`config.mk`:
```
export PLATFORM = sky130hd
export DESIGN_NAME = sha1_block_compress_top
export DESIGN_NICKNAME = d
export VERILOG_FILES = /design/src/hdl/sha1bc_pkg.sv /design/src/hdl/sha1bc_front.sv /design/src/hdl/sha1bc_fifo.sv /design/src/hdl/sha1bc_core.sv /design/src/hdl/sha1_block_compress_top.sv
export SDC_FILE = /design/constraint.sdc
export NUM_CORES = 2
export LEC_CHECK = 0
export ABC_CLOCK_PERIOD_IN_PS = 24400
export BUFFER_PORTS_ARGS = -buffer_cell sky130_fd_sc_hd__buf_4
export CORE_AREA = 2 2 311 313
export CTS_CLUSTER_SIZE = 40
export DETAILED_ROUTE_END_ITERATION = 8
export DIE_AREA = 0 0 313 315
export HOLD_SLACK_MARGIN = 0.15
export PLACE_DENSITY = 0.75
export SLEW_MARGIN = 5
export SYNTH_ARGS = -nofsm -noshare
export SYNTH_HDL_FRONTEND = slang
export SYNTH_HIERARCHICAL = 1
export SYNTH_SLANG_ARGS = --single-unit
```
`constraint.sdc`:
```
create_clock -name clk -period 24.4 [get_ports clk]
set_input_delay 4.88 -clock clk [delete_from_list [all_inputs] [get_ports clk]]
set_output_delay 4.88 -clock clk [all_outputs]
set_load 0.02 [all_outputs]
```
`src/hdl/sha1bc_pkg.sv`:
```
`timescale 1ns / 1ps
// ----------------------------------------------------------------------------
// sha1bc_pkg
// Shared types, constants and helper functions of the SHA-1 block compressor.
// ----------------------------------------------------------------------------
package sha1bc_pkg;

  localparam int WordW      = 32;
  localparam int DigestN    = 5;
  localparam int BlockWords = 16;
  localparam int Rounds     = 80;
  localparam int QDepth     = 4;
  localparam int QPtrW      = $clog2(QDepth);
  localparam int QCntW      = $clog2(QDepth + 1);
  localparam int PosW       = $clog2(BlockWords);
  localparam int RndW       = $clog2(Rounds);

  localparam logic [PosW-1:0] PosLast  = PosW'(BlockWords - 1);
  localparam logic [RndW-1:0] RndLast  = RndW'(Rounds - 1);
  localparam logic [RndW-1:0] RndPhase1 = RndW'(20);
  localparam logic [RndW-1:0] RndPhase2 = RndW'(40);
  localparam logic [RndW-1:0] RndPhase3 = RndW'(60);

  // Initial chaining value, entry 0 is h0.
  localparam logic [DigestN-1:0][WordW-1:0] HInit = {
    32'hc3d2e1f0, 32'h10325476, 32'h98badcfe, 32'hefcdab89, 32'h67452301
  };

  localparam logic [WordW-1:0] K0 = 32'h5A827999;
  localparam logic [WordW-1:0] K1 = 32'h6ED9EBA1;
  localparam logic [WordW-1:0] K2 = 32'h8F1BBCDC;
  localparam logic [WordW-1:0] K3 = 32'hCA62C1D6;

  // One message word as it sits in the queue between front and back.
  typedef struct packed {
    logic [WordW-1:0] word;
    logic             start;
    logic             last;
  } qword_t;

  function automatic logic [WordW-1:0] rotl1(input logic [WordW-1:0] x);
    return {x[WordW-2:0], x[WordW-1]};
  endfunction

  function automatic logic [WordW-1:0] rotl5(input logic [WordW-1:0] x);
    return {x[WordW-6:0], x[WordW-1:WordW-5]};
  endfunction

  function automatic logic [WordW-1:0] rotl30(input logic [WordW-1:0] x);
    return {x[1:0], x[WordW-1:2]};
  endfunction

endpackage

```
`src/hdl/sha1bc_front.sv`:
```
`timescale 1ns / 1ps
// ----------------------------------------------------------------------------
// sha1bc_front
// Accepts message words, tracks the position inside the block and tags each
// word with its start and end-of-block flags before it enters the queue.
// ----------------------------------------------------------------------------
module sha1bc_front (
  input  logic                              clk,
  input  logic                              rst_n,
  input  logic                              in_tvalid,
  output logic                              in_tready,
  input  logic [sha1bc_pkg::WordW-1:0]      in_tdata,
  input  logic                              in_tuser,
  input  logic                              q_full,
  output logic                              q_push,
  output sha1bc_pkg::qword_t                q_entry
);

  logic [sha1bc_pkg::PosW-1:0] pos_r;
  logic [sha1bc_pkg::PosW-1:0] pos_nxt;
  logic [sha1bc_pkg::PosW-1:0] pos_eff;

  assign in_tready = !q_full;
  assign q_push    = in_tvalid && !q_full;

  // A start beat always lands as word 0 of a fresh block.
  assign pos_eff = in_tuser ? '0 : pos_r;
  assign pos_nxt = pos_eff + sha1bc_pkg::PosW'(1);

  assign q_entry.word  = in_tdata;
  assign q_entry.start = in_tuser;
  assign q_entry.last  = (pos_eff == sha1bc_pkg::PosLast);

  always_ff @(posedge clk) begin
    if (!rst_n) begin
      pos_r <= '0;
    end else if (q_push) begin
      pos_r <= pos_nxt;
    end
  end

endmodule

```
`src/hdl/sha1bc_fifo.sv`:
```
`timescale 1ns / 1ps
// ----------------------------------------------------------------------------
// sha1bc_fifo
// Short first-word-fall-through queue of tagged message words.
// ----------------------------------------------------------------------------
module sha1bc_fifo (
  input  logic               clk,
  input  logic               rst_n,
  input  logic               push,
  input  sha1bc_pkg::qword_t push_entry,
  output logic               full,
  input  logic               pop,
  output logic               valid,
  output sha1bc_pkg::qword_t head
);

  sha1bc_pkg::qword_t              slot_r [sha1bc_pkg::QDepth];
  logic [sha1bc_pkg::QPtrW-1:0]    wr_ptr_r;
  logic [sha1bc_pkg::QPtrW-1:0]    rd_ptr_r;
  logic [sha1bc_pkg::QCntW-1:0]    count_r;
  logic                            do_push;
  logic                            do_pop;

  assign full    = (count_r == sha1bc_pkg::QCntW'(sha1bc_pkg::QDepth));
  assign valid   = (count_r != '0);
  assign head    = slot_r[rd_ptr_r];
  assign do_push = push && !full;
  assign do_pop  = pop && valid;

  always_ff @(posedge clk) begin
    if (do_push) begin
      slot_r[wr_ptr_r] <= push_entry;
    end
  end

  always_ff @(posedge clk) begin
    if (!rst_n) begin
      wr_ptr_r <= '0;
      rd_ptr_r <= '0;
      count_r  <= '0;
    end else begin
      if (do_push) begin
        wr_ptr_r <= wr_ptr_r + sha1bc_pkg::QPtrW'(1);
      end
      if (do_pop) begin
        rd_ptr_r <= rd_ptr_r + sha1bc_pkg::QPtrW'(1);
      end
      if (do_push && !do_pop) begin
        count_r <= count_r + sha1bc_pkg::QCntW'(1);
      end else if (do_pop && !do_push) begin
        count_r <= count_r - sha1bc_pkg::QCntW'(1);
      end
    end
  end

endmodule

```
`src/hdl/sha1bc_core.sv`:
```
`timescale 1ns / 1ps
// ----------------------------------------------------------------------------
// sha1bc_core
// Loads a block into the 16-word schedule window, runs the 80 rounds one per
// cycle and folds the result into the chaining value and the output register.
// ----------------------------------------------------------------------------
module sha1bc_core (
  input  logic                                           clk,
  input  logic                                           rst_n,
  input  logic                                           q_valid,
  input  sha1bc_pkg::qword_t                             q_head,
  output logic                                           q_pop,
  output logic                                           out_tvalid,
  input  logic                                           out_tready,
  output logic [sha1bc_pkg::DigestN*sha1bc_pkg::WordW-1:0] out_tdata
);

  localparam logic [1:0] ST_COLLECT = 2'd0;
  localparam logic [1:0] ST_ROUND   = 2'd1;
  localparam logic [1:0] ST_FINISH  = 2'd2;

  logic [1:0]                                      state_r;
  logic [sha1bc_pkg::RndW-1:0]                     rnd_r;
  logic [sha1bc_pkg::WordW-1:0]                    w_r [sha1bc_pkg::BlockWords];
  logic [sha1bc_pkg::DigestN-1:0][sha1bc_pkg::WordW-1:0] h_r;
  logic [sha1bc_pkg::WordW-1:0]                    a_r, b_r, c_r, d_r, e_r;
  logic                                            out_valid_r;
  logic [sha1bc_pkg::DigestN-1:0][sha1bc_pkg::WordW-1:0] out_data_r;

  logic [sha1bc_pkg::WordW-1:0]                    f_val;
  logic [sha1bc_pkg::WordW-1:0]                    k_val;
  logic [sha1bc_pkg::WordW-1:0]                    t_val;
  logic [sha1bc_pkg::WordW-1:0]                    w_new;
  logic [sha1bc_pkg::DigestN-1:0][sha1bc_pkg::WordW-1:0] h_sum;
  logic                                            finish_go;

  assign q_pop      = q_valid && (state_r == ST_COLLECT);
  assign out_tvalid = out_valid_r;
  assign out_tdata  = out_data_r;
  assign finish_go  = (state_r == ST_FINISH) && (!out_valid_r || out_tready);

  always_comb begin
    if (rnd_r < sha1bc_pkg::RndPhase1) begin
      f_val = (b_r & c_r) | (~b_r & d_r);
      k_val = sha1bc_pkg::K0;
    end else if (rnd_r < sha1bc_pkg::RndPhase2) begin
      f_val = b_r ^ c_r ^ d_r;
      k_val = sha1bc_pkg::K1;
    end else if (rnd_r < sha1bc_pkg::RndPhase3) begin
      f_val = (b_r & c_r) | (b_r & d_r) | (c_r & d_r);
      k_val = sha1bc_pkg::K2;
    end else begin
      f_val = b_r ^ c_r ^ d_r;
      k_val = sha1bc_pkg::K3;
    end
    t_val = sha1bc_pkg::rotl5(a_r) + f_val + e_r + w_r[0] + k_val;
    // w_r[0] is the current schedule word; the window slides by one a round.
    w_new = sha1bc_pkg::rotl1(w_r[13] ^ w_r[8] ^ w_r[2] ^ w_r[0]);
    h_sum[0] = h_r[0] + a_r;
    h_sum[1] = h_r[1] + b_r;
    h_sum[2] = h_r[2] + c_r;
    h_sum[3] = h_r[3] + d_r;
    h_sum[4] = h_r[4] + e_r;
  end

  // Schedule window, working variables and the digest output register.
  always_ff @(posedge clk) begin
    if (q_pop || (state_r == ST_ROUND)) begin
      for (int i = 0; i < sha1bc_pkg::BlockWords - 1; i++) begin
        w_r[i] <= w_r[i+1];
      end
      w_r[sha1bc_pkg::BlockWords-1] <= q_pop ? q_head.word : w_new;
    end
    if (q_pop && q_head.last) begin
      a_r <= h_r[0];
      b_r <= h_r[1];
      c_r <= h_r[2];
      d_r <= h_r[3];
      e_r <= h_r[4];
    end else if (state_r == ST_ROUND) begin
      a_r <= t_val;
      b_r <= a_r;
      c_r <= sha1bc_pkg::rotl30(b_r);
      d_r <= c_r;
      e_r <= d_r;
    end
    if (finish_go) begin
      out_data_r <= h_sum;
    end
  end

  always_ff @(posedge clk) begin
    if (!rst_n) begin
      state_r     <= ST_COLLECT;
      rnd_r       <= '0;
      h_r         <= sha1bc_pkg::HInit;
      out_valid_r <= 1'b0;
    end else begin
      if (finish_go) begin
        out_valid_r <= 1'b1;
      end else if (out_valid_r && out_tready) begin
        out_valid_r <= 1'b0;
      end
      case (state_r)
        ST_COLLECT: begin
          if (q_pop) begin
            if (q_head.start) begin
              h_r <= sha1bc_pkg::HInit;
            end
            if (q_head.last) begin
              rnd_r   <= '0;
              state_r <= ST_ROUND;
            end
          end
        end
        ST_ROUND: begin
          rnd_r <= rnd_r + sha1bc_pkg::RndW'(1);
          if (rnd_r == sha1bc_pkg::RndLast) begin
            state_r <= ST_FINISH;
          end
        end
        ST_FINISH: begin
          if (finish_go) begin
            h_r     <= h_sum;
            state_r <= ST_COLLECT;
          end
        end
        default: begin
          state_r <= ST_COLLECT;
        end
      endcase
    end
  end

endmodule

```
`src/hdl/sha1_block_compress_top.sv`:
```
`timescale 1ns / 1ps
// ----------------------------------------------------------------------------
// sha1_block_compress_top
// SHA-1 compression of a padded message fed as 32-bit big-endian words.
// ----------------------------------------------------------------------------
// Usage:
//   Input beats carry one message word in in_tdata; in_tuser is high on the
//   first word of a message, which reloads the initial hash value and starts
//   a new block (a partly collected block is dropped). Every sixteenth word
//   of a block triggers the 80 rounds.
//   One output beat per block carries the running digest h0..h4.
//   Words first enter a four-deep queue, so the sender keeps streaming while
//   a block is compressed; in_tready drops only when that queue is full.
//   Sequence: the back end loads the schedule window word by word, runs
//   the 80 rounds (one round unit, one round a cycle) and then folds the
//   chaining value into the digest; out_tvalid rises with that fold.
//   The digest sits in an output register; while it waits, the next block
//   is loaded and compressed, and the back end holds only at the final fold
//   until the previous digest has been taken.
//   Reset (synchronous, active low) empties the queue, restores the initial
//   hash value and clears out_tvalid.
// ----------------------------------------------------------------------------
module sha1_block_compress_top (
  input  logic         clk,
  input  logic         rst_n,
  input  logic         in_tvalid,
  output logic         in_tready,
  input  logic [31:0]  in_tdata,   // [31:0] word
  input  logic         in_tuser,   // [0] starts_message
  output logic         out_tvalid,
  input  logic         out_tready,
  output logic [159:0] out_tdata   // [31:0] digest_0 .. [159:128] digest_4
);

  sha1bc_pkg::qword_t q_in;
  sha1bc_pkg::qword_t q_head;
  logic               q_push;
  logic               q_full;
  logic               q_pop;
  logic               q_valid;

  sha1bc_front u_front (
    .clk       (clk),
    .rst_n     (rst_n),
    .in_tvalid (in_tvalid),
    .in_tready (in_tready),
    .in_tdata  (in_tdata),
    .in_tuser  (in_tuser),
    .q_full    (q_full),
    .q_push    (q_push),
    .q_entry   (q_in)
  );

  sha1bc_fifo u_fifo (
    .clk        (clk),
    .rst_n      (rst_n),
    .push       (q_push),
    .push_entry (q_in),
    .full       (q_full),
    .pop        (q_pop),
    .valid      (q_valid),
    .head       (q_head)
  );

  sha1bc_core u_core (
    .clk        (clk),
    .rst_n      (rst_n),
    .q_valid    (q_valid),
    .q_head     (q_head),
    .q_pop      (q_pop),
    .out_tvalid (out_tvalid),
    .out_tready (out_tready),
    .out_tdata  (out_tdata)
  );

endmodule

```
# [Word-level counts from Yosys, hierarchy flattened]
# Memory sizes are Yosys's and may differ from the RTL's. A register that Yosys moved wholly into a read port is not among the register bits.
# Cells that the tools add are included.
[word_totals] ff_bits=501 mem_bits_rw=648 input_bits=37 out_inout_bits=162 wordCells=130 mem_count=2
[mem_list] name="u_core.w_r" depth=16 word_bits=32 rd=16 rd_clocked_by_memory_dff=0 write_ports=16 line="sha1bc_core.sv:24" rtl="logic [sha1bc_pkg::WordW-1:0] w_r [sha1bc_pkg::BlockWords];"
[mem_list] name="u_fifo.slot_r" depth=4 word_bits=34 rd=1 rd_clocked_by_memory_dff=1 write_ports=1 line="sha1bc_fifo.sv:17" rtl="sha1bc_pkg::qword_t slot_r [sha1bc_pkg::QDepth];"
[op_classes] add_sub_neg=15 magnitude_cmp=3 n_eq_ne=10 muxes=40 bitwise=13 n_reduce_logical=25
[op_table] op="two-way mux 32 bit" n=16
[op_table] op="two-way mux 160 bit" n=3
[op_table] op="one-hot mux 160 bit (2 select lines)" n=1
[op_table] op="adder 32 bit" n=9
[op_table] op="XOR 32 bit" n=5
[op_table] op="AND 32 bit" n=4
[op_table] op="OR 32 bit" n=3
[op_table] op="inverter 32 bit" n=1
[op_table] op="two-way mux 31 bit" n=1
[op_table] op="< comparator 7 x 6 -> 1 bit, second input constant" n=2
[op_table] op="two-way mux 7 bit" n=2
[op_table] op="one-hot mux 7 bit (2 select lines)" n=1
[op_table] op="two-way mux 2 bit" n=6
[op_table] op="nonzero test 2 bit" n=5
[op_table] op="logical AND 1 bit" n=9
[op_table] op="AND reduction 4 bit" n=2
[op_table] op="adder 7 x 1 -> 7 bit, second input constant" n=1
[op_table] op="== test 7 bit, second input constant" n=1
[op_table] op="< comparator 7 x 5 -> 1 bit, second input constant" n=1
[op_table] op="two-way mux 1 bit" n=6
[op_table] op="two-way mux 3 bit" n=2
[op_table] op="inequality test 2 x 1 -> 1 bit, second input constant" n=3
[op_table] op="one-hot mux 2 bit (3 select lines)" n=1
[op_table] op="adder 2 x 1 -> 2 bit, second input constant" n=2
[op_table] op="14 further kinds" n=19

# [Depth between registers and ports, before layout]
[depth] ltp_word=12 ltp_mapped=27 ltp_nobuf=26

# [Hierarchy]
# The synthesis kept the hierarchy.
[by_module_without_submodules] mod="sha1bc_core" instances=1 cells_each=3722 area_per_inst_um2=46880.0 seq_area_each_um2=28387.2
[by_module_without_submodules] mod="sha1bc_fifo" instances=1 cells_each=226 area_per_inst_um2=5439.0 seq_area_each_um2=4264.1
[by_module_without_submodules] mod="sha1bc_front" instances=1 cells_each=60 area_per_inst_um2=470.5 seq_area_each_um2=80.1

# [Least setup slack after synthesis]
# Ideal clock, no wire load.
[synth_timing] path_type="flip-flop to flip-flop" startpoint="reg u_fifo/count_r[0] (netlist name)" endpoint="mem u_core/w_r[0][0] (netlist name), enable pin" t_arrival_ns=22.002 t_required_ns=22.990 setup_slack_ns=0.988 stages_incl_launch_ff=4 period_less_slack_ns=23.412 cell_sequence="dfxtp_1 or3_1 nor2_1 nor2_1"
[synth_lines] element="from (decl)" line="sha1bc_fifo.sv:20" rtl="logic [sha1bc_pkg::QCntW-1:0] count_r;"
[synth_lines] element="from (signal assigned)" line="sha1bc_fifo.sv:49" rtl="count_r <= count_r + sha1bc_pkg::QCntW'(1);"
[synth_lines] element="from (signal assigned)" line="sha1bc_fifo.sv:51" rtl="count_r <= count_r - sha1bc_pkg::QCntW'(1);"
[synth_lines] element="to (decl)" line="sha1bc_core.sv:24"

# [Final worst setup path]
[layout_timing] startpoint="reg u_core/rnd_r[2] (netlist name)" endpoint="reg u_core/a_r[30] (netlist name), data pin"
[layout_via] elab_chain_len=10
[layout_rtl] element="from (decl)" line="sha1bc_core.sv:23" rtl="logic [sha1bc_pkg::RndW-1:0] rnd_r;"
[layout_rtl] element="from (signal assigned)" line="sha1bc_core.sv:117" rtl="rnd_r <= rnd_r + sha1bc_pkg::RndW'(1);"
[layout_rtl] element="< comparator 7 x 6 -> 1 bit" line="sha1bc_core.sv:49" rtl="end else if (rnd_r < sha1bc_pkg::RndPhase3) begin"
[layout_rtl] element="two-way mux 32 bit" line="sha1bc_core.sv:49"
[layout_rtl] element="two-way mux 32 bit" line="sha1bc_core.sv:46" rtl="end else if (rnd_r < sha1bc_pkg::RndPhase2) begin"
[layout_rtl] element="two-way mux 32 bit" line="sha1bc_core.sv:43" rtl="if (rnd_r < sha1bc_pkg::RndPhase1) begin"
[layout_rtl] element="adder 32 bit (3 in series)" line="sha1bc_core.sv:56" rtl="t_val = sha1bc_pkg::rotl5(a_r) + f_val + e_r + w_r[0] + k_val;"
[layout_rtl] element="adder 32 bit (*)" line="sha1bc_core.sv:56"
[layout_rtl] element="two-way mux 32 bit (*)" line="sha1bc_core.sv:80" rtl="end else if (state_r == ST_ROUND) begin"
[layout_rtl] element="two-way mux 32 bit (*)" line="sha1bc_core.sv:74" rtl="if (q_pop && q_head.last) begin"
[layout_rtl] element="to (signal assigned)" line="sha1bc_core.sv:75" rtl="a_r <= h_r[0];"
[layout_rtl] element="to (signal assigned)" line="sha1bc_core.sv:81" rtl="a_r <= t_val;"
[layout_rtl] element="to (decl)" line="sha1bc_core.sv:26" rtl="logic [sha1bc_pkg::WordW-1:0] a_r, b_r, c_r, d_r, e_r;"
# Mark *: on every way between the ends. The rest lies on a longest branch, timed or not. The select of a mux whose other input is x is not followed.
# A chain may end at the register's enable or synchronous reset.

==> out/qor.csv <==
metric,value,unit
Final min period,7580,ps
initial antenna violation count,3,
vias in the first global route,31490,
CTS tree,done,
yosys warns,6,
Die W,313,um
Area Growth Syn to Fin,12.42,%
Starting Density,0.5516,
R2R Setup Slk,16820,ps
reg2reg start,u_core/rnd_r[2],
grt met1 use,0.3601,
Post-Synthesis Cells,4008,
worst path required time,24850,ps
CP Launch Point,u_core/rnd_r[2],
die height,315,um
total number of vias,32460,
latest clock arrival within the worst-skew pair,710,ps
die footprint,0.09860,mm2
IO Port Bufs,198,
Worst R2R Path Depth,23,
fraction of registers with async set or reset after synthesis,0,
fin nets,4560,
slowest CP cell,clkinv_1,
predominant post-synthesis flop cell,edfxtp_1,
Root Driver,clkbuf_16,
gr usage total,0.2468,
met3 global-route usage,0.04427,
setup slack after layout,16820,ps
Cell variety after synth,90,
Final ANT Viol Nets,0,
CP most frequent cell,fa_1,
Crit. End Element,flop,
clk_skew,29.70,ps
Post-synth EDFFs,968,
crit path to,u_core/a_r[30],
First DRT Iteration DRCs,3699,
RePlAce Congestion,0.9653,
hpwl dp,83380,um
Fin Hold WS,398.9,ps
"worst slack, placed",16130,ps
hold_buf cts,0,
slowest cell delay on critical path,630,ps
crit path max fanout,36,
largest net degree at the start of global routing,215,
Max Cap Violations,0,
post-CTS sizing,0,
Worst Setup Path Type,reg2reg,
GR peak layer,met2,
final wirelength,122400,um
R2R Path End,u_core/a_r[30],
slew margin rel.,0.2431,
top-area cell type share of the netlist area,0.5506,
"Data arrival, critical path",8030,ps
Clock Sinks,1151,
WL/cell,21.96,um
clk buf depth,3,
worst-path cell chain,"o21a_1, nor3_4, buf_4, nand2b_1, inv_1, nor2_1, clkinv_1, a222oi_1, fa_1, fa_1, fa_1, inv_1, ha_1, a21o_1, a21oi_2, o21a_1, o31ai_1, a22o_1, o32a_1, a32o_1, o41ai_1, mux2i_1, nand3_1",
cell taking the most area after synthesis,edfxtp_1,
global-route wire length before repair,185400,um
"FF+latch count, synth",1151,
Setup TNS,0,ps
total setup buffers inserted after CTS,0,
"Cell Area, Synth",0.05279,mm2
type of origin of the critical path,flop,
fmax,131.9,MHz
share of cells above drive strength 1,0.1145,
status,"finished, final reports clean",
Max Slew Vio Count,0,
drt drc,0,
TritonCTS Buffers,113,
sequential-to-total area share from yosys stat,0.6200,
Initial DRT Pass Iterations,7,
IO Pins,199,
GRT overflow,0,
final hold vios,0,
Worst-path clk slew,70,ps
worst min path class,reg2reg,
RSZ-0062 raised after global routing,false,
"Avg Cell Area, Syn",13.17,um2
site row count,114,
hold path startpoint,u_core/w_r[0][208],
final setup fails,0,
Tcrit/Tclk final,0.3106,
slew of the pin with the lowest slew margin,1107,ps
met2 GRT Util,0.3785,
Core ar.,0.09571,mm2
Mapped Nets,4371,
"top cells by area, synth","edfxtp_1 55%, dfxtp_1 6.9%, fa_1 4.8%, ha_1 4.7%, nand2_1 3.7%",
H-tree levels,3,
vias per cell,5.824,
-- worst min-delay path by stage --
| stage | cells past startpoint | slack (ps) | endpoint |
|---|---|---|---|
| after detailed placement | 0 | 400 | u_core/w_r[0][101] |
| after global routing | 0 | 410 | u_core/w_r[0][176] |
| after CTS | 0 | 400 | u_core/w_r[0][176] |
| after floorplan | 0 | 400 | u_core/w_r[0][0] |
| after global placement | 0 | 400 | u_core/w_r[0][90] |
| final | 0 | 400 | u_core/w_r[0][176] |
-- cell usage after synthesis, drive strengths merged (30+ instances only) --
cell type  count
inv          275
buf           45
edfxtp       968
nand2        520
mux4          34
nor2         133
fa           126
o22a          30
o21a          33
nor3          39
xnor2        219
nand2b        33
nor2b         72
clkbuf       110
xor2          54
ha           200
dfxtp        183
a22oi         46
o22ai         48
nand3         41
a22o          31
o21ai        188
a21o          86
a21oi        164
-- cell usage in the layout, fill, tap and decap left out, types with 33 or more instances in the layout --
| cell | synthesis | routed |
|---|---|---|
| fa_1 | 126 | 126 |
| nor2_1 | 133 | 132 |
| inv_1 | 275 | 273 |
| xor2_1 | 54 | 54 |
| o21a_1 | 33 | 33 |
| o22ai_1 | 48 | 47 |
| nand2_1 | 520 | 519 |
| clkbuf_16 | 0 | 115 |
| a21oi_1 | 162 | 162 |
| nor2b_1 | 72 | 72 |
| edfxtp_1 | 968 | 968 |
| buf_4 | 33 | 227 |
| ha_1 | 200 | 200 |
| a22oi_1 | 46 | 46 |
| xnor2_1 | 219 | 219 |
| nor3_1 | 37 | 37 |
| nand3_1 | 41 | 41 |
| o21ai_0 | 185 | 185 |
| dfxtp_1 | 183 | 182 |
| a21o_1 | 86 | 86 |
-- critical path, delay by kind of cell, from the launching register on --
family	cells	cell delay [ps]
buf+inv	4	1360
compound gates	10	2800
simple gates	4	740
fa+ha+maj	4	1800
flops	1	360
mux	1	240
-- per-layer routing --
metal,share of wire,up-vias
met4,0.035,2
met2,0.45,1374
met3,0.081,213
li1,-,14930
met5,0.00011,-
met1,0.44,15940
-- registers in the layout, summed over array words and instances, names as in the netlist, named ones only --
| signal | count |
|---|---|
| u_core/a_r | 32 |
| u_core/b_r | 32 |
| u_core/c_r | 32 |
| u_core/d_r | 32 |
| u_core/e_r | 32 |
| u_core/h_r | 160 |
| u_core/out_tdata | 160 |
| u_core/out_tvalid | 1 |
| u_core/rnd_r | 7 |
| u_core/state_r | 2 |
| u_core/w_r | 512 |
| u_fifo/count_r | 3 |
| u_fifo/rd_ptr_r | 2 |
| u_fifo/slot_r | 136 |
| u_fifo/wr_ptr_r | 2 |
| u_front/pos_r | 4 |
-- through the flow --
step / util / std cells / instance area [um2]
3_5_place_dp: 0.5791 / 5358 / 55420
6_report: 0.6200 / 5573 / 59340
4_1_cts: 0.6200 / 5572 / 59340
2_1_floorplan: - / 4008 / 52790
3_3_place_gp: 0.5791 / 5358 / 55420
5_1_grt: 0.6200 / 5572 / 59340
-- cell type report --
type | count | area [um2]
clock inverter | 72 | 918.4
inverter | 277 | 1052
timing repair buffer | 229 | 1744
tap | 1276 | 1597
sequential | 1151 | 32730
clock buffer | 142 | 2999
antenna | 1 | 2.502
multi-input combinational | 2425 | 18300
fill | 7140 | 36370
-- cells by family after synthesis --
| family | synth area share |
|---|---|
| AOI/OAI and AO/OA | 0.1024 |
| xor gates and xnor gates | 0.04529 |
| adders and majority gates | 0.09519 |
| buffers and inverters | 0.03425 |
| DFF | 0.6200 |
| muxes | 0.02223 |
| and+or+nand+nor | 0.08061 |
Power is not shown: default switching activity piles up to over one toggle a cycle in this logic, so the estimate is an artifact.
